$ cat src/rtl/lcb_pkg.sv
// ============================================================================
// lcb_pkg: shared constants, types and tables of the lit region crop box
// Holds the sRGB linearisation table, the lit threshold table and the types
// that travel between the pipeline stages.
// ============================================================================
package lcb_pkg;

    // Frame geometry and field widths.
    localparam int unsigned MAX_COLUMNS      = 1024;
    localparam int unsigned MAX_ROWS         = 1024;
    localparam int unsigned POS_W            = 10;
    localparam int unsigned DIM_W            = 11;
    localparam int unsigned LEVEL_W          = 7;
    localparam int unsigned CODE_W           = 16;
    localparam int unsigned LIN_W            = 16;
    localparam int unsigned CFG_INDEX_W      = 2;

    // Linearisation table.
    localparam int unsigned GAMMA_TABLE_BITS = 12;
    localparam int unsigned TABLE_SIZE       = 1 << GAMMA_TABLE_BITS;
    localparam int unsigned GAMMA_LIN_DIV    = 2 * 1292 * TABLE_SIZE;
    localparam int unsigned GAMMA_LIN_HALF   = 1292 * TABLE_SIZE;
    localparam int unsigned GAMMA_POW_DIV    = 1055 * TABLE_SIZE;

    // Luminance weights; Y = round((WR*R + WG*G + WB*B) / Y_SCALE).
    localparam int unsigned WEIGHT_R         = 2126;
    localparam int unsigned WEIGHT_G         = 7152;
    localparam int unsigned WEIGHT_B         = 722;
    localparam int unsigned Y_SCALE          = 10000;
    localparam int unsigned Y_ROUND          = 5000;
    localparam int unsigned SUM_W            = 30;
    localparam int unsigned THR_W            = SUM_W + 1;
    localparam int unsigned Y_SEARCH_MAX     = 65536;

    // L* in Q.8, linear segment below the CIE knee.
    localparam int unsigned LSTAR_LIN_DIV    = 2 * 27 * 65536;
    localparam int unsigned LSTAR_LIN_HALF   = 27 * 65536;
    localparam int unsigned LEVELS           = 1 << LEVEL_W;

    // Weighted sum that no pixel can reach: the level is never met.
    localparam logic [THR_W-1:0] THR_NEVER   = THR_W'(1) << SUM_W;

    // Register reset values.
    localparam logic [DIM_W-1:0]   FRAME_COLUMNS_RESET = DIM_W'(64);
    localparam logic [DIM_W-1:0]   FRAME_ROWS_RESET    = DIM_W'(64);
    localparam logic [LEVEL_W-1:0] LIT_LEVEL_RESET     = LEVEL_W'(10);

    // Configuration register indexes.
    typedef enum logic [CFG_INDEX_W-1:0] {
        REG_FRAME_COLUMNS = 2'd0,
        REG_FRAME_ROWS    = 2'd1,
        REG_LIT_LEVEL     = 2'd2
    } cfg_reg_t;

    typedef struct packed {
        logic [POS_W-1:0] col_last;
        logic [POS_W-1:0] row_last;
    } frame_limits_t;

    typedef struct packed {
        logic             valid;
        logic             last_frame;
        logic [SUM_W-1:0] sum;
    } luma_item_t;

    typedef struct packed {
        logic             valid;
        logic             last_frame;
        logic [POS_W-1:0] top;
        logic [POS_W-1:0] bottom;
        logic [POS_W-1:0] left;
        logic [POS_W-1:0] right;
    } frame_box_t;

    typedef logic [TABLE_SIZE-1:0][LIN_W-1:0] lin_table_t;
    typedef logic [LEVELS-1:0][THR_W-1:0]     thr_table_t;

    // Linear light of one table index, Q0.16.
    function automatic logic [LIN_W-1:0] gamma_entry(input int unsigned i);
        longint unsigned ii;
        longint unsigned t16;
        longint unsigned u;
        longint unsigned target;
        longint unsigned lo;
        longint unsigned hi;
        longint unsigned mid;
        longint unsigned entry;
        ii = i;
        if (ii * 100000 <= 4045 * TABLE_SIZE) begin
            entry = (ii * 6553600 * 2 + GAMMA_LIN_HALF) / GAMMA_LIN_DIV;
        end
        else begin
            t16    = ((ii * 1000 + 55 * TABLE_SIZE) << 16) / GAMMA_POW_DIV;
            u      = t16 * t16;
            target = u << 28;
            lo     = 0;
            hi     = 4095;
            while (lo < hi) begin
                mid = (lo + hi + 1) >> 1;
                if (mid * mid * mid * mid * mid <= target) lo = mid;
                else hi = mid - 1;
            end
            entry = (u * lo) >> 28;
        end
        return LIN_W'(entry);
    endfunction

    // L* in Q.8 of a luminance in Q0.16.
    function automatic longint unsigned lightness_q8(input longint unsigned y);
        longint unsigned lo;
        longint unsigned hi;
        longint unsigned mid;
        longint unsigned l;
        if (y * 24389 <= 216 * 65536) begin
            return (y * 24389 * 512 + LSTAR_LIN_HALF) / LSTAR_LIN_DIV;
        end
        lo = 0;
        hi = 65535;
        while (lo < hi) begin
            mid = (lo + hi + 1) >> 1;
            if (mid * mid * mid <= (y << 32)) lo = mid;
            else hi = mid - 1;
        end
        l = (116 * lo) >> 8;
        return (l >= 4096) ? l - 4096 : 0;
    endfunction

    // Smallest weighted sum whose rounded luminance reaches the given level.
    // L* rises with Y, so the test on L* becomes one compare on the sum.
    function automatic logic [THR_W-1:0] lit_sum_threshold(input int unsigned level);
        longint unsigned target;
        longint unsigned lo;
        longint unsigned hi;
        longint unsigned mid;
        target = longint'(level) * 256;
        if (lightness_q8(Y_SEARCH_MAX) < target) begin
            return THR_NEVER;
        end
        lo = 0;
        hi = Y_SEARCH_MAX;
        while (lo < hi) begin
            mid = (lo + hi) >> 1;
            if (lightness_q8(mid) >= target) hi = mid;
            else lo = mid + 1;
        end
        if (lo == 0) begin
            return '0;
        end
        return THR_W'(lo * Y_SCALE - Y_ROUND);
    endfunction

    function automatic lin_table_t build_lin_table();
        lin_table_t t;
        for (int unsigned i = 0; i < TABLE_SIZE; i++) begin
            t[i] = gamma_entry(i);
        end
        return t;
    endfunction

    function automatic thr_table_t build_thr_table();
        thr_table_t t;
        for (int unsigned i = 0; i < LEVELS; i++) begin
            t[i] = lit_sum_threshold(i);
        end
        return t;
    endfunction

    localparam lin_table_t LIN_TABLE     = build_lin_table();
    localparam thr_table_t LIT_SUM_TABLE = build_thr_table();

endpackage

$ cat src/rtl/lcb_box_merge.sv
// ============================================================================
// lcb_box_merge: sequence box accumulation and result register
// Keeps the union of the frame boxes and loads the result register when the
// final frame of a sequence completes.
// ============================================================================
module lcb_box_merge (
    input  logic                         clk,
    input  logic                         rst_n,
    input  logic                         en,
    input  lcb_pkg::frame_box_t          box,
    input  logic                         out_ready,
    output logic                         out_valid,
    output logic [lcb_pkg::POS_W-1:0]    box_x,
    output logic [lcb_pkg::POS_W-1:0]    box_y,
    output logic [lcb_pkg::POS_W-1:0]    box_width,
    output logic [lcb_pkg::POS_W-1:0]    box_height
);

    localparam int unsigned W = lcb_pkg::POS_W;

    logic [W-1:0] seq_top_reg;
    logic [W-1:0] seq_bottom_reg;
    logic [W-1:0] seq_left_reg;
    logic [W-1:0] seq_right_reg;
    logic [W-1:0] top_n;
    logic [W-1:0] bottom_n;
    logic [W-1:0] left_n;
    logic [W-1:0] right_n;
    logic [W-1:0] width_n;
    logic [W-1:0] height_n;
    logic         take;
    logic         emit;

    logic         out_valid_reg;
    logic         out_valid_next;
    logic [W-1:0] out_x_reg;
    logic [W-1:0] out_y_reg;
    logic [W-1:0] out_w_reg;
    logic [W-1:0] out_h_reg;

    always_comb
    begin
        take     = en && box.valid;
        emit     = take && box.last_frame;
        top_n    = (box.top < seq_top_reg) ? box.top : seq_top_reg;
        left_n   = (box.left < seq_left_reg) ? box.left : seq_left_reg;
        bottom_n = (box.bottom > seq_bottom_reg) ? box.bottom : seq_bottom_reg;
        right_n  = (box.right > seq_right_reg) ? box.right : seq_right_reg;
        width_n  = (right_n > left_n) ? right_n - left_n : '0;
        height_n = (bottom_n > top_n) ? bottom_n - top_n : '0;

        if (emit) out_valid_next = 1'b1;
        else if (out_ready) out_valid_next = 1'b0;
        else out_valid_next = out_valid_reg;
    end

    always_ff @(posedge clk or negedge rst_n)
    begin
        if (!rst_n)
        begin
            seq_top_reg    <= '1;
            seq_left_reg   <= '1;
            seq_bottom_reg <= '0;
            seq_right_reg  <= '0;
            out_valid_reg  <= 1'b0;
        end
        else
        begin
            out_valid_reg <= out_valid_next;
            if (take)
            begin
                if (emit)
                begin
                    seq_top_reg    <= '1;
                    seq_left_reg   <= '1;
                    seq_bottom_reg <= '0;
                    seq_right_reg  <= '0;
                end
                else
                begin
                    seq_top_reg    <= top_n;
                    seq_left_reg   <= left_n;
                    seq_bottom_reg <= bottom_n;
                    seq_right_reg  <= right_n;
                end
            end
        end
    end

    always_ff @(posedge clk)
    begin
        if (emit)
        begin
            out_x_reg <= left_n;
            out_y_reg <= top_n;
            out_w_reg <= width_n;
            out_h_reg <= height_n;
        end
    end

    assign out_valid  = out_valid_reg;
    assign box_x      = out_x_reg;
    assign box_y      = out_y_reg;
    assign box_width  = out_w_reg;
    assign box_height = out_h_reg;

endmodule

$ cat config.mk
export PLATFORM = sky130hd
export DESIGN_NAME = lcb_box_merge
export DESIGN_NICKNAME = d
export VERILOG_FILES = /design/src/rtl/lcb_pkg.sv /design/src/rtl/lcb_box_merge.sv
export SDC_FILE = /design/constraint.sdc
export NUM_CORES = 1
export LEC_CHECK = 0
export BUFFER_PORTS_ARGS = -buffer_cell sky130_fd_sc_hd__buf_2
export CORE_ASPECT_RATIO = 1.5
export CORE_MARGIN = 2
export CORE_UTILIZATION = 42
export DETAILED_ROUTE_END_ITERATION = 7
export REMOVE_ABC_BUFFERS = 1
export SLEW_MARGIN = 20
export SYNTH_ARGS = -nofsm -noshare
export SYNTH_HDL_FRONTEND = slang
export SYNTH_SLANG_ARGS = --single-unit
$ cat constraint.sdc
create_clock -name clk -period 3.4 [get_ports clk]
set_input_delay 1.02 -clock clk [delete_from_list [all_inputs] [get_ports clk]]
set_output_delay 1.02 -clock clk [all_outputs]
set_load 0.02 [all_outputs]
==> out/results.ini <==
[logic_synthesis]
synth-seq-area-share=0.434
synth_compound_area_frac=0.213
synth_mux_area_frac=0.0256
syn_area_mm2=0.00519
synth_top_cells_by_area=edfxtp_1 23%, ha_1 14%, dfrtp_1 10%
yosys.area.top_type=edfxtp_1
ys.flop_type=edfxtp_1
synth_cells=494
synth_top_family_by_area=compound AO/OA/AOI/OAI gates
netlist.area_leader.share=0.231
async_flop_share=0.506
synth-simple-area-share=0.105
synth.distinct_cells=53
synth_xor_area_frac=0.0219
yosys_warnings=0
synth_edf_count=40
synth_seq_cells=81
synth.avg_cell_area_um2=10.5
synth_fa_ha_area_frac=0.148

[timing]
period_share=1.16
whs_ns=0.493
setup_viol=20
finalHoldViolCount=0
finalSetupTns_ns=-9.20
skew_ns=0.00799
fmax_mhz=253
period_needed_ns=3.95
fin_ws_ns=-0.555
final-max-slew-violation-count=0
worst_slew_pin_slew_ns=0.618
max_slew_margin=0.588
rsz0062_at_grt=yes

[flow_run]
max-cap-violations=0

[cells_and_area]
area_growth_pct=56.3
fin_util=0.675
diodes=0
nets=856
layout-drive-gt1-share=0.510
fillers=938
final_cell_mix=167 x buf_4, 72 x buf_2, 51 x inv_1, 40 x edfxtp_1
layoutNonFillerInstCount=908
layout_commonest_cell=buf_4
fin_area_mm2=0.00811

[hold_path]
hold_start=seq_bottom_reg[5]
hp-class=reg -> reg

[routing]
post_drt_wl_per_cell_um=17.2
dr_total_vias=4791
initialDrtViolationCount=121
drc=0
ant_nets=0
routed_wl_um=15600
first_pass_iters=5
vias_per_cell=5.28

[clock_tree]
tritoncts=built
ctsHtreeMaxLevel=3
cts_root_buf=clkbuf_16
cts.sinks=81
clockBufferDepth=2
clk_pin_slew_worst_paths_ns=0.06
cts_inserted_buffers=9
insertion_delay_ns=0.34

[worst_setup_path]
crit_slowest_cell=fa_2
path_cells=buf_8 > ha_4 > nand2_2 > o21ai_2 > a221oi_4 > o211ai_1 > buf_4 > mux2i_4 > inv_2 > fa_2 > and2b_1 > o21ai_2 > a21oi_2 > o211ai_1 > a21oi_2 > buf_4 > and3b_1
path_max_fanout=5
setup.worst_path.class=in -> reg
worstPathArrival_ns=4.16
crit_required_ns=3.60
crit_path_start_kind=input pin
r2r_slack_ns=-0.43
end_kind=flip-flop
critical_path.max_stage_delay_ns=0.40
startpoint=box[12]
r2r-start=seq_left_reg[2]
path_buf_inv=4
crit_family=compound AO/OA/AOI/OAI gates

[status]
status=complete, but fails checks
violations=negative setup slack

[placement]
post-dp-hpwl_um=11100
placed_cells=866
post-place-ws_ns=-1.16
io_buffers=86
placed_area_mm2=0.00686
place_congestion=0.875

[power_and_ir_drop]
peakVddDrop_mv=0.315
power.density_mw_per_mm2=558
p_leak_nw=3.75
total_power_mw=4.53

[die]
fp.coreArea_mm2=0.0120
dieArea_mm2=0.0133
initial_core_util=0.432
rows=49
die_y_um=140
die_w_um=94.8
io_pins=87

[global_routing]
antenna_found_initial=0
grt_pass1_wl_um=24600
track_usage=0.241
first_global_vias=5193
grt-ovfl-total=0
grt_max_degree=42

==> layout make-up <==
cell class	instances	area (µm²)	area share
Sequential cell	81	2250	0.278
Inverter	53	199	0.0245
Multi-Input combinational cell	346	3270	0.404
Clock inverter	4	73.8	0.00910
Timing Repair Buffer	259	1860	0.230
Tap cell	153	191	0.0236
Clock buffer	12	256	0.0316
==> worst register-to-register path, delay by kind of cell, from the launching register on <==
family                   cells  cell delay [ns]
AO/OA/AOI/OAI                7             1.20
adder cells (fa/ha/maj)      2             0.69
flip-flops                   1             0.56
buffers and inverters        4             0.52
AND/OR/NAND/NOR              3             0.47
multiplexers                 1             0.25
==> path summary, 6_finish.rpt <==
check                                         end  cells after the start
min in group asynchronous        seq_right_reg[9]                      1
max in group asynchronous               out_valid                      1
worst min register to register  seq_bottom_reg[5]                      1
worst max register to register       box_width[6]                     17
worst max-delay path                 box_width[6]                     17
worst min-delay path            seq_bottom_reg[5]                      1
==> power breakdown <==
part,total (mW),internal [mW],switching (mW)
clock,1.09,0.686,0.404
combinational,2.20,1.15,1.05
sequential,1.24,1.18,0.0504
==> cell usage after synthesis (2+ instances only) <==
cell type and count:
a211o_1 2, a211oi_1 3, a21boi_0 2, a21o_1 11
a21oi_1 17, a221oi_1 3, a31oi_1 3, a32o_1 20
a32oi_1 2, and2_1 5, and3_1 4, buf_2 7
buf_6 2, clkbuf_1 4, dfrtp_1 21, dfstp_2 20
edfxtp_1 40, fa_1 2, ha_1 58, inv_1 53
mux2_2 2, mux2i_1 11, nand2_1 36, nand2b_1 6
nand3_1 3, nand4_1 6, nor2_1 24, nor2b_1 11
nor3_1 9, o211a_1 2, o211ai_1 3, o21a_1 11
o21ai_0 35, o21ai_1 3, o21ai_2 3, o22a_1 21
o41ai_1 2, xnor2_1 7, xor2_1 6
==> per-layer routing <==
metal	GRT usage	up-vias	wire length, µm
met5	0	-	0
met4	0.122	0	676
met3	0.0371	33	522
met2	0.446	111	8570
met1	0.256	2302	5810
li1	-	2345	-
==> cells by family (layout without fill, tap and decap cells) <==
group,after synthesis,count (layout)
AO/OA/AOI/OAI,149,149
AND/OR/NAND/NOR,111,111
flip-flops,81,81
buffers and inverters,67,328
adder cells (fa/ha/maj),60,60
XOR/XNOR,13,13
multiplexers,13,13
==> repair_timing <==
action | in CTS | in global routing
hold buffers | 0 | 0
pin swaps | 47 | 30
setup endpoints to repair | 20 | 20
buffers inserted | 21 | 8
gates resized for setup | 113 | 25
gates cloned | 0 | 0
hold endpoints to repair | 0 | 0
Power figures use the tool's default switching activity.
