**config.mk**
```make
export PLATFORM = sky130hd
export DESIGN_NAME = lcb_frame_track
export DESIGN_NICKNAME = d
export VERILOG_FILES = /design/src/rtl/lcb_pkg.sv /design/src/rtl/lcb_frame_track.sv
export SDC_FILE = /design/constraint.sdc
export NUM_CORES = 1
export LEC_CHECK = 0
export BUFFER_PORTS_ARGS = -buffer_cell sky130_fd_sc_hd__clkbuf_2
export CAP_MARGIN = 20
export CORE_MARGIN = 2
export CORE_UTILIZATION = 57
export DETAILED_ROUTE_END_ITERATION = 10
export PLACE_DENSITY = 0.81
export REMOVE_ABC_BUFFERS = 1
export SLEW_MARGIN = 15
export SYNTH_ARGS = -nofsm -noshare
export SYNTH_HDL_FRONTEND = slang
export SYNTH_SLANG_ARGS = --single-unit
```
**constraint.sdc**
```tcl
create_clock -name clk -period 5.54 [get_ports clk]
set_clock_uncertainty 0.2 [all_clocks]
set_input_delay 1.108 -clock clk [delete_from_list [all_inputs] [get_ports clk]]
set_output_delay 1.108 -clock clk [all_outputs]
set_load 0.02 [all_outputs]
```
**src/rtl/lcb_pkg.sv**
```systemverilog
// ============================================================================
// lcb_pkg: shared constants, types and tables of the lit region crop box
// Holds the sRGB linearisation table, the lit threshold table and the types
// that travel between the pipeline stages.
// ============================================================================
package lcb_pkg;

    // Frame geometry and field widths.
    localparam int unsigned MAX_COLUMNS      = 1024;
    localparam int unsigned MAX_ROWS         = 1024;
    localparam int unsigned POS_W            = 10;
    localparam int unsigned DIM_W            = 11;
    localparam int unsigned LEVEL_W          = 7;
    localparam int unsigned CODE_W           = 16;
    localparam int unsigned LIN_W            = 16;
    localparam int unsigned CFG_INDEX_W      = 2;

    // Linearisation table.
    localparam int unsigned GAMMA_TABLE_BITS = 12;
    localparam int unsigned TABLE_SIZE       = 1 << GAMMA_TABLE_BITS;
    localparam int unsigned GAMMA_LIN_DIV    = 2 * 1292 * TABLE_SIZE;
    localparam int unsigned GAMMA_LIN_HALF   = 1292 * TABLE_SIZE;
    localparam int unsigned GAMMA_POW_DIV    = 1055 * TABLE_SIZE;

    // Luminance weights; Y = round((WR*R + WG*G + WB*B) / Y_SCALE).
    localparam int unsigned WEIGHT_R         = 2126;
    localparam int unsigned WEIGHT_G         = 7152;
    localparam int unsigned WEIGHT_B         = 722;
    localparam int unsigned Y_SCALE          = 10000;
    localparam int unsigned Y_ROUND          = 5000;
    localparam int unsigned SUM_W            = 30;
    localparam int unsigned THR_W            = SUM_W + 1;
    localparam int unsigned Y_SEARCH_MAX     = 65536;

    // L* in Q.8, linear segment below the CIE knee.
    localparam int unsigned LSTAR_LIN_DIV    = 2 * 27 * 65536;
    localparam int unsigned LSTAR_LIN_HALF   = 27 * 65536;
    localparam int unsigned LEVELS           = 1 << LEVEL_W;

    // Weighted sum that no pixel can reach: the level is never met.
    localparam logic [THR_W-1:0] THR_NEVER   = THR_W'(1) << SUM_W;

    // Register reset values.
    localparam logic [DIM_W-1:0]   FRAME_COLUMNS_RESET = DIM_W'(64);
    localparam logic [DIM_W-1:0]   FRAME_ROWS_RESET    = DIM_W'(64);
    localparam logic [LEVEL_W-1:0] LIT_LEVEL_RESET     = LEVEL_W'(10);

    // Configuration register indexes.
    typedef enum logic [CFG_INDEX_W-1:0] {
        REG_FRAME_COLUMNS = 2'd0,
        REG_FRAME_ROWS    = 2'd1,
        REG_LIT_LEVEL     = 2'd2
    } cfg_reg_t;

    typedef struct packed {
        logic [POS_W-1:0] col_last;
        logic [POS_W-1:0] row_last;
    } frame_limits_t;

    typedef struct packed {
        logic             valid;
        logic             last_frame;
        logic [SUM_W-1:0] sum;
    } luma_item_t;

    typedef struct packed {
        logic             valid;
        logic             last_frame;
        logic [POS_W-1:0] top;
        logic [POS_W-1:0] bottom;
        logic [POS_W-1:0] left;
        logic [POS_W-1:0] right;
    } frame_box_t;

    typedef logic [TABLE_SIZE-1:0][LIN_W-1:0] lin_table_t;
    typedef logic [LEVELS-1:0][THR_W-1:0]     thr_table_t;

    // Linear light of one table index, Q0.16.
    function automatic logic [LIN_W-1:0] gamma_entry(input int unsigned i);
        longint unsigned ii;
        longint unsigned t16;
        longint unsigned u;
        longint unsigned target;
        longint unsigned lo;
        longint unsigned hi;
        longint unsigned mid;
        longint unsigned entry;
        ii = i;
        if (ii * 100000 <= 4045 * TABLE_SIZE) begin
            entry = (ii * 6553600 * 2 + GAMMA_LIN_HALF) / GAMMA_LIN_DIV;
        end
        else begin
            t16    = ((ii * 1000 + 55 * TABLE_SIZE) << 16) / GAMMA_POW_DIV;
            u      = t16 * t16;
            target = u << 28;
            lo     = 0;
            hi     = 4095;
            while (lo < hi) begin
                mid = (lo + hi + 1) >> 1;
                if (mid * mid * mid * mid * mid <= target) lo = mid;
                else hi = mid - 1;
            end
            entry = (u * lo) >> 28;
        end
        return LIN_W'(entry);
    endfunction

    // L* in Q.8 of a luminance in Q0.16.
    function automatic longint unsigned lightness_q8(input longint unsigned y);
        longint unsigned lo;
        longint unsigned hi;
        longint unsigned mid;
        longint unsigned l;
        if (y * 24389 <= 216 * 65536) begin
            return (y * 24389 * 512 + LSTAR_LIN_HALF) / LSTAR_LIN_DIV;
        end
        lo = 0;
        hi = 65535;
        while (lo < hi) begin
            mid = (lo + hi + 1) >> 1;
            if (mid * mid * mid <= (y << 32)) lo = mid;
            else hi = mid - 1;
        end
        l = (116 * lo) >> 8;
        return (l >= 4096) ? l - 4096 : 0;
    endfunction

    // Smallest weighted sum whose rounded luminance reaches the given level.
    // L* rises with Y, so the test on L* becomes one compare on the sum.
    function automatic logic [THR_W-1:0] lit_sum_threshold(input int unsigned level);
        longint unsigned target;
        longint unsigned lo;
        longint unsigned hi;
        longint unsigned mid;
        target = longint'(level) * 256;
        if (lightness_q8(Y_SEARCH_MAX) < target) begin
            return THR_NEVER;
        end
        lo = 0;
        hi = Y_SEARCH_MAX;
        while (lo < hi) begin
            mid = (lo + hi) >> 1;
            if (lightness_q8(mid) >= target) hi = mid;
            else lo = mid + 1;
        end
        if (lo == 0) begin
            return '0;
        end
        return THR_W'(lo * Y_SCALE - Y_ROUND);
    endfunction

    function automatic lin_table_t build_lin_table();
        lin_table_t t;
        for (int unsigned i = 0; i < TABLE_SIZE; i++) begin
            t[i] = gamma_entry(i);
        end
        return t;
    endfunction

    function automatic thr_table_t build_thr_table();
        thr_table_t t;
        for (int unsigned i = 0; i < LEVELS; i++) begin
            t[i] = lit_sum_threshold(i);
        end
        return t;
    endfunction

    localparam lin_table_t LIN_TABLE     = build_lin_table();
    localparam thr_table_t LIT_SUM_TABLE = build_thr_table();

endpackage

```
**src/rtl/lcb_frame_track.sv**
```systemverilog
// ============================================================================
// lcb_frame_track: lit decision and per-frame extent tracking
// Compares the luminance sum with the level threshold, walks the raster
// position and hands out one box item as each frame completes.
// ============================================================================
module lcb_frame_track (
    input  logic                          clk,
    input  logic                          rst_n,
    input  logic                          en,
    input  lcb_pkg::luma_item_t           item,
    input  logic [lcb_pkg::THR_W-1:0]     thr,
    input  lcb_pkg::frame_limits_t        limits,
    output lcb_pkg::frame_box_t           box
);

    localparam int unsigned W = lcb_pkg::POS_W;

    logic         lit_valid_reg;
    logic         lit_reg;
    logic         lit_last_reg;

    logic [W-1:0] col_pos_reg;
    logic [W-1:0] col_pos_next;
    logic [W-1:0] row_pos_reg;
    logic [W-1:0] row_pos_next;
    logic         any_reg;
    logic         any_next;
    logic [W-1:0] first_row_reg;
    logic [W-1:0] first_row_next;
    logic [W-1:0] last_row_reg;
    logic [W-1:0] last_row_next;
    logic [W-1:0] first_col_reg;
    logic [W-1:0] first_col_next;
    logic [W-1:0] last_col_reg;
    logic [W-1:0] last_col_next;

    logic         box_valid_reg;
    logic         box_valid_next;
    logic         box_last_reg;
    logic [W-1:0] box_top_reg;
    logic [W-1:0] box_bottom_reg;
    logic [W-1:0] box_left_reg;
    logic [W-1:0] box_right_reg;
    logic [W-1:0] box_top_next;
    logic [W-1:0] box_bottom_next;
    logic [W-1:0] box_left_next;
    logic [W-1:0] box_right_next;

    // Frame extents with the current pixel folded in.
    logic         any_u;
    logic [W-1:0] first_row_u;
    logic [W-1:0] last_row_u;
    logic [W-1:0] first_col_u;
    logic [W-1:0] last_col_u;
    logic         row_end;
    logic         frame_end;

    always_comb
    begin
        any_u       = any_reg | lit_reg;
        first_row_u = (lit_reg && !any_reg) ? row_pos_reg : first_row_reg;
        last_row_u  = lit_reg ? row_pos_reg : last_row_reg;
        first_col_u = (lit_reg && (!any_reg || col_pos_reg < first_col_reg))
                    ? col_pos_reg : first_col_reg;
        last_col_u  = (lit_reg && (!any_reg || col_pos_reg > last_col_reg))
                    ? col_pos_reg : last_col_reg;

        row_end   = col_pos_reg >= limits.col_last;
        frame_end = row_end && (row_pos_reg >= limits.row_last);

        box_top_next    = any_u ? first_row_u : '0;
        box_left_next   = any_u ? first_col_u : '0;
        box_bottom_next = (any_u && last_row_u < limits.row_last)
                        ? last_row_u + W'(1) : limits.row_last;
        box_right_next  = (any_u && last_col_u < limits.col_last)
                        ? last_col_u + W'(1) : limits.col_last;

        col_pos_next   = col_pos_reg;
        row_pos_next   = row_pos_reg;
        any_next       = any_reg;
        first_row_next = first_row_reg;
        last_row_next  = last_row_reg;
        first_col_next = first_col_reg;
        last_col_next  = last_col_reg;
        box_valid_next = 1'b0;

        if (lit_valid_reg)
        begin
            if (frame_end)
            begin
                col_pos_next   = '0;
                row_pos_next   = '0;
                any_next       = 1'b0;
                first_row_next = '0;
                last_row_next  = '0;
                first_col_next = '0;
                last_col_next  = '0;
                box_valid_next = 1'b1;
            end
            else
            begin
                col_pos_next   = row_end ? '0 : col_pos_reg + W'(1);
                row_pos_next   = row_end ? row_pos_reg + W'(1) : row_pos_reg;
                any_next       = any_u;
                first_row_next = first_row_u;
                last_row_next  = last_row_u;
                first_col_next = first_col_u;
                last_col_next  = last_col_u;
            end
        end
    end

    always_ff @(posedge clk or negedge rst_n)
    begin
        if (!rst_n)
        begin
            lit_valid_reg <= 1'b0;
            col_pos_reg   <= '0;
            row_pos_reg   <= '0;
            any_reg       <= 1'b0;
            first_row_reg <= '0;
            last_row_reg  <= '0;
            first_col_reg <= '0;
            last_col_reg  <= '0;
            box_valid_reg <= 1'b0;
        end
        else if (en)
        begin
            lit_valid_reg <= item.valid;
            col_pos_reg   <= col_pos_next;
            row_pos_reg   <= row_pos_next;
            any_reg       <= any_next;
            first_row_reg <= first_row_next;
            last_row_reg  <= last_row_next;
            first_col_reg <= first_col_next;
            last_col_reg  <= last_col_next;
            box_valid_reg <= box_valid_next;
        end
    end

    always_ff @(posedge clk)
    begin
        if (en)
        begin
            lit_reg        <= {1'b0, item.sum} >= thr;
            lit_last_reg   <= item.last_frame;
            box_last_reg   <= lit_last_reg;
            box_top_reg    <= box_top_next;
            box_bottom_reg <= box_bottom_next;
            box_left_reg   <= box_left_next;
            box_right_reg  <= box_right_next;
        end
    end

    assign box.valid      = box_valid_reg;
    assign box.last_frame = box_last_reg;
    assign box.top        = box_top_reg;
    assign box.bottom     = box_bottom_reg;
    assign box.left       = box_left_reg;
    assign box.right      = box_right_reg;

endmodule

```
==> reports/results.ini, run 1 <==
[clocking]
numCtsBuffers = 9
post_cts_resized = 0
cts-root-buf = clkbuf_16
clk_latency_ns = 0.35
cts_tree = built
cts_sinks = 106
cts_hold_buf = 0
htreeDepth = 3
clkTransAtPathRegs_ns = 0.08
cts.path.max_buffers = 2
cts_setup_buffers = 0

[floorplan]
rows = 40
die_x_um = 116
coreArea_um2 = 12200
die_area_um2 = 13500
start_util_pct = 59.0
chipHeight_um = 116
io_pins = 128

[placement]
globalplace.congestion = 0.932
hpwl_um = 12300
placed_area_um2 = 7940
pre_cts_ws_ns = 0.799
port_buffers = 127

[flow_run]
max_cap_viol_count = 0

[sta]
hold_ws_ns = 0.228
drv_slew = 0
rsz0062_at_grt = no
tns_ns = 0
tightest_slew_ns = 0.812
relSlewSlack_pct = 45.9
layout_setup_ws_ns = 0.779
max_freq_mhz = 210
finalCritPeriodShare_pct = 85.9
hold_viol_final = 0
setup_viol = 0
finalCriticalPeriod_ns = 4.76

[layout]
drive_above_1_share_pct = 21.1
diodes = 0
final_cell_area_um2 = 8250
area_delta_synth_final_pct = 14.9
seq_area_um2 = 2870
nFillCells = 945
multi_input_area_um2 = 3810
utilization_pct = 67.8
nets = 1019

[critical_path]
cp.required_ns = 5.45
endpoint_kind = register
crit_path_start_kind = register
critPathKind = reg -> reg
crit_arrival_ns = 4.67
crit_path_max_fanout = 16

[route]
routedWlPerCell_um = 16.0
dr_total_vias = 5738
drtIter0Drc = 473
vias_per_cell = 5.65
wl_met3_um = 867
drt_wl_total_um = 16300
met2RoutedLength_um = 7860
drt_drc_violations_left = 0
antenna_left = 0
top_layer = met4
drt-met1-wl_um = 7200
drtPass1Iterations = 9

[power]
power.switching_mw = 1.03
p_per_area_nw_per_um2 = 339
p_leak_nw = 4.28
swShare_pct = 36.8
p_int_mw = 1.77
p_seq_share_pct = 37.9
power.share.clock_pct = 23.2
power.share.combinational_pct = 38.9
ir_drop_mv = 0.227

[global_route]
grt_pass1_wl_um = 27300
grt_pass1_vias = 5712
grt_max_degree = 64
grt.total_usage_pct = 25.7
grt_overflow_total = 0
antenna_found_initial = 0

[yosys]
synthCells = 726
synth-async-reset-ratio_pct = 59.4
yosysMostFrequentCell = ha_1
synth_area_leader_cell = dfrtp_1
synth.cell_area_um2 = 7180
seq_area_frac_synth_pct = 40.0
ys_types = 56
yosys-mux-area-fraction_pct = 7.50
yosys.area_share.simple_pct = 12.1
synth-xor-area-share_pct = 3.66
ys_top_cells_by_area = dfrtp_1 22%, edfxtp_1 18%, ha_1 16%
ys_ff_latch = 106
synth_top_family_by_area = adder cells
synthAdderAreaFrac_pct = 15.9
ys.flop_type = dfrtp_1
synth.avg_cell_area_um2 = 9.89
synth_compound_area_share_pct = 13.9
synth_edf_count = 43
synthTopCellsByCount = 91 x ha_1, 88 x inv_1, 69 x nand2_1
netlist.area_leader.share_pct = 22.0
ys_warn_count = 0

[outcome]
status = finished clean

[worst_hold_path]
hold_path_class = reg -> reg

## metrics by stage
step | cells | power [mW]
after floorplan | 693 | 1.82
after global placement | 999 | 2.11
after detailed placement | 999 | 2.15
after CTS | 1015 | 2.80
after global routing | 1015 | 2.97
final | 1015 | 2.79
## layout make-up
cell class	instances	area share, %
Multi-Input combinational cell	498	46.2
Clock buffer	9	2.73
Inverter	89	4.05
Sequential cell	106	34.8
Timing Repair Buffer	138	8.71
Tap cell	168	2.55
Clock inverter	7	0.956
## per-layer routing
layer	up-vias	track usage, %
li1	2801	-
met1	2710	34.0
met2	198	43.2
met3	29	3.53
met4	0	9.44
met5	-	0
## critical path: stages (launching register included)
cell and delay [ns]:
dfrtp_1 0.52, ha_1 0.37, nand4_1 0.16, o31ai_1 0.28, o311a_1 0.31, buf_4 0.29, mux2i_1 0.36, inv_1 0.08
ha_1 0.29, a21oi_1 0.14, nor2b_1 0.05, o21ai_0 0.15, a21oi_1 0.09, nor2_1 0.14, o2111ai_1 0.13, o21ai_2 0.58
mux2_4 0.35
## worst paths after layout
| kind | slack, ns | cells past startpoint | startpoint | end |
|---|---|---|---|---|
| max reg2reg | 0.78 | 16 | col_pos_reg[7]$_DFFE_PN0P_ | box_right_reg[0]$_DFFE_PP_ |
| min | 0.23 | 0 | lit_last_reg$_DFFE_PP_ | box_last_reg$_DFFE_PP_ |
| max | 0.78 | 16 | col_pos_reg[7]$_DFFE_PN0P_ | box_right_reg[0]$_DFFE_PP_ |
| max in group asynchronous | 3.88 | 2 | rst_n | last_col_reg[4]$_DFFE_PN0P_ |
| min in group asynchronous | 0.72 | 2 | rst_n | first_row_reg[9]$_DFFE_PN0P_ |
| min reg2reg | 0.23 | 0 | lit_last_reg$_DFFE_PP_ | box_last_reg$_DFFE_PP_ |
## cell usage in the layout, fill, tap and decap left out, drive strengths merged, types with 3 or more instances in the layout
master,Yosys,layout
a21o,16,16
a21oi,20,20
a31o,3,3
xnor2,17,17
mux2i,41,41
nand2b,3,3
dfrtp,63,63
nor4,3,3
buf,11,11
nor2b,4,4
nor3,3,3
ha,91,91
xor2,13,13
clkbuf,22,136
a22o,20,20
o22ai,9,9
edfxtp,43,43
nor2,44,44
o21ai,36,36
nand2,69,69
and2,4,4
o31ai,15,15
o21a,9,9
mux2,10,10
clkinv,0,3
a211oi,6,6
nand4,17,17
and3,8,8
nand3,15,15
inv,89,93
## kinds of logic (layout without fill, tap and decap cells)
| group | count (synthesis) | count (layout) |
|---|---|---|
| AOI/OAI and AO/OA | 146 | 146 |
| and+or+nand+nor | 180 | 180 |
| muxes | 51 | 51 |
| buffers and inverters | 122 | 243 |
| adders and majority gates | 91 | 91 |
| xor gates and xnor gates | 30 | 30 |
| DFF | 106 | 106 |
## power groups by stage
stage | Combinational (mW) | Sequential, mW | Clock, mW
floorplan | 0.683 | 1.14 | 0
global placement | 1.05 | 1.06 | 0
detailed placement | 1.08 | 1.07 | 0
CTS | 1.09 | 1.06 | 0.652
global route | 1.21 | 1.08 | 0.681
finish | 1.09 | 1.06 | 0.648
No activity file was read; power rests on OpenSTA's default activity.
==> inputs of run 2 (changes only) <==
- CORE_UTILIZATION: 57 -> 59
- CTS_BUF_LIST: default -> sky130_fd_sc_hd__clkbuf_8
- PLACE_DENSITY: 0.81 -> 0.84
==> run 2 against run 1 <==
Fmax grew 1.2%. Sequential power is essentially flat. Die area shrank 3.3%. Largest power group unchanged.
==> reports/results.ini, run 2 (synthesized netlist as in run 1, its figures left out) <==
[sta]
tns_ns = 0
rsz0062_at_grt = no
hold_ws_ns = 0.245
max_freq_mhz = 213
tightest_slew_ns = 0.803
finalCriticalPeriod_ns = 4.71
setup_viol = 0
drv_slew = 0
relSlewSlack_pct = 46.5
finalCritPeriodShare_pct = 84.9
hold_viol_final = 0

[critical_path]
crit_slowest_cell = o21ai_2
crit_arrival_ns = 4.65
crit_path_max_fanout = 13
cpMostUsedCell = ha_1
critPathMaxStageDelay_ns = 0.59
endpoint_kind = register
cp.required_ns = 5.49
crit_path_start_kind = register
rr_worst_depth = 14
r2r_slack_ns = 0.83
critPathKind = reg -> reg
crit_buf_inv = 2
worst_path_dominant_cell_family = compound AO/OA/AOI/OAI gates
crit_chain = ha_1, nand4_1, o31ai_1, o311a_1, buf_4, mux2i_1, inv_1, ha_1, o21ai_0, a21oi_1, nor2_1, o2111ai_1, o21ai_2, mux2_4
r2r_end = box_right_reg[1]$_DFFE_PP_
r2r-start = col_pos_reg[5]$_DFFE_PN0P_

[layout]
area_delta_synth_final_pct = 13.0
final_cell_area_um2 = 8110
layout.cells.non_filler = 994
final_common_cell = clkbuf_2
final_cell_mix = 127 x clkbuf_2, 91 x ha_1, 88 x inv_1
utilization_pct = 67.8
diodes = 0
nets = 1019
drive_above_1_share_pct = 21.1
nFillCells = 904

[floorplan]
coreArea_um2 = 12000
start_util_pct = 60.0
die_area_um2 = 13100
rows = 40
io_pins = 128
chipHeight_um = 114
die_x_um = 114

[clocking]
clk_latency_ns = 0.39
cts_setup_buffers = 0
cts_hold_buf = 0
cts.path.max_buffers = 2
post_cts_resized = 0
numCtsBuffers = 9
cts_tree = built
cts-root-buf = clkbuf_8
cts_sinks = 106
htreeDepth = 3
clkTransAtPathRegs_ns = 0.11

[route]
vias_per_cell = 5.70
drt_wl_total_um = 15600
dr_total_vias = 5664
drtIter0Drc = 464
antenna_left = 0
top_layer = met4
drtPass1Iterations = 4
drt-met1-wl_um = 6930
drt_drc_violations_left = 0
wl_met3_um = 917
met2RoutedLength_um = 7370
routedWlPerCell_um = 15.7

[global_route]
grt_pass1_vias = 5456
grt_overflow_total = 0
antenna_found_initial = 0
grt.total_usage_pct = 24.8
grt_max_degree = 64
grt_pass1_wl_um = 25800

[placement]
hpwl_um = 11800
placed_cells = 978
globalplace.congestion = 0.951
port_buffers = 127
placed_area_um2 = 7920

[worst_hold_path]
min_to = box_last_reg$_DFFE_PP_
hold_path.startpoint = lit_last_reg$_DFFE_PP_
hold_path_class = reg -> reg
min_path_cells = 0

[power]
p_leak_nw = 4.23
p_per_area_nw_per_um2 = 321
ir_drop_mv = 0.178

[outcome]
status = finished clean

[flow_run]
max_cap_viol_count = 0

run 2: cell types whose count changed in the layout (fill, tap and decap cells not counted):
cell	change
clkinv_8	-1
inv_6	-2
clkinvlp_4	+1
clkbuf_16	-9
inv_8	+1
clkbuf_8	+9
inv_4	+1
run 2: report_power, final:
group	switching, mW	internal [mW]
Combinational	0.600	0.471
Clock	0.299	0.176
Sequential	0.0904	0.968
run 2: per-layer routing:
metal,track usage (%),vias up
li1,-,2797
met1,32.9,2643
met2,41.4,194
met3,3.86,30
met4,9.35,0
met5,0,-
run 2: worst max-delay path by stage:
stage	start	endpoint	slack, ns	cells after the start
global route	col_pos_reg[5]$_DFFE_PN0P_	box_right_reg[0]$_DFFE_PP_	0.57	14
detailed placement	col_pos_reg[5]$_DFFE_PN0P_	box_right_reg[1]$_DFFE_PP_	0.92	14
floorplan	lit_reg$_DFFE_PP_	box_right_reg[0]$_DFFE_PP_	1.11	15
global placement	col_pos_reg[3]$_DFFE_PN0P_	box_right_reg[0]$_DFFE_PP_	1.11	14
CTS	col_pos_reg[5]$_DFFE_PN0P_	box_right_reg[1]$_DFFE_PP_	0.91	14
finish	col_pos_reg[5]$_DFFE_PN0P_	box_right_reg[1]$_DFFE_PP_	0.83	14
run 2: final cells by class:
type                            count  area [um2]  area share, %
Clock buffer                        9         124           1.53
Clock inverter                      7        70.1          0.864
Inverter                           89         334           4.12
Multi-Input combinational cell    498        3810           47.0
Sequential cell                   106        2870           35.4
Tap cell                          147         184           2.27
Timing Repair Buffer              138         718           8.86
run 2: through the flow:
step,worst slack [ns],total power [mW]
2_1_floorplan,1.11,1.82
3_3_place_gp,1.11,2.10
3_5_place_dp,0.925,2.13
4_1_cts,0.907,2.61
5_1_grt,0.566,2.78
6_report,0.834,2.60
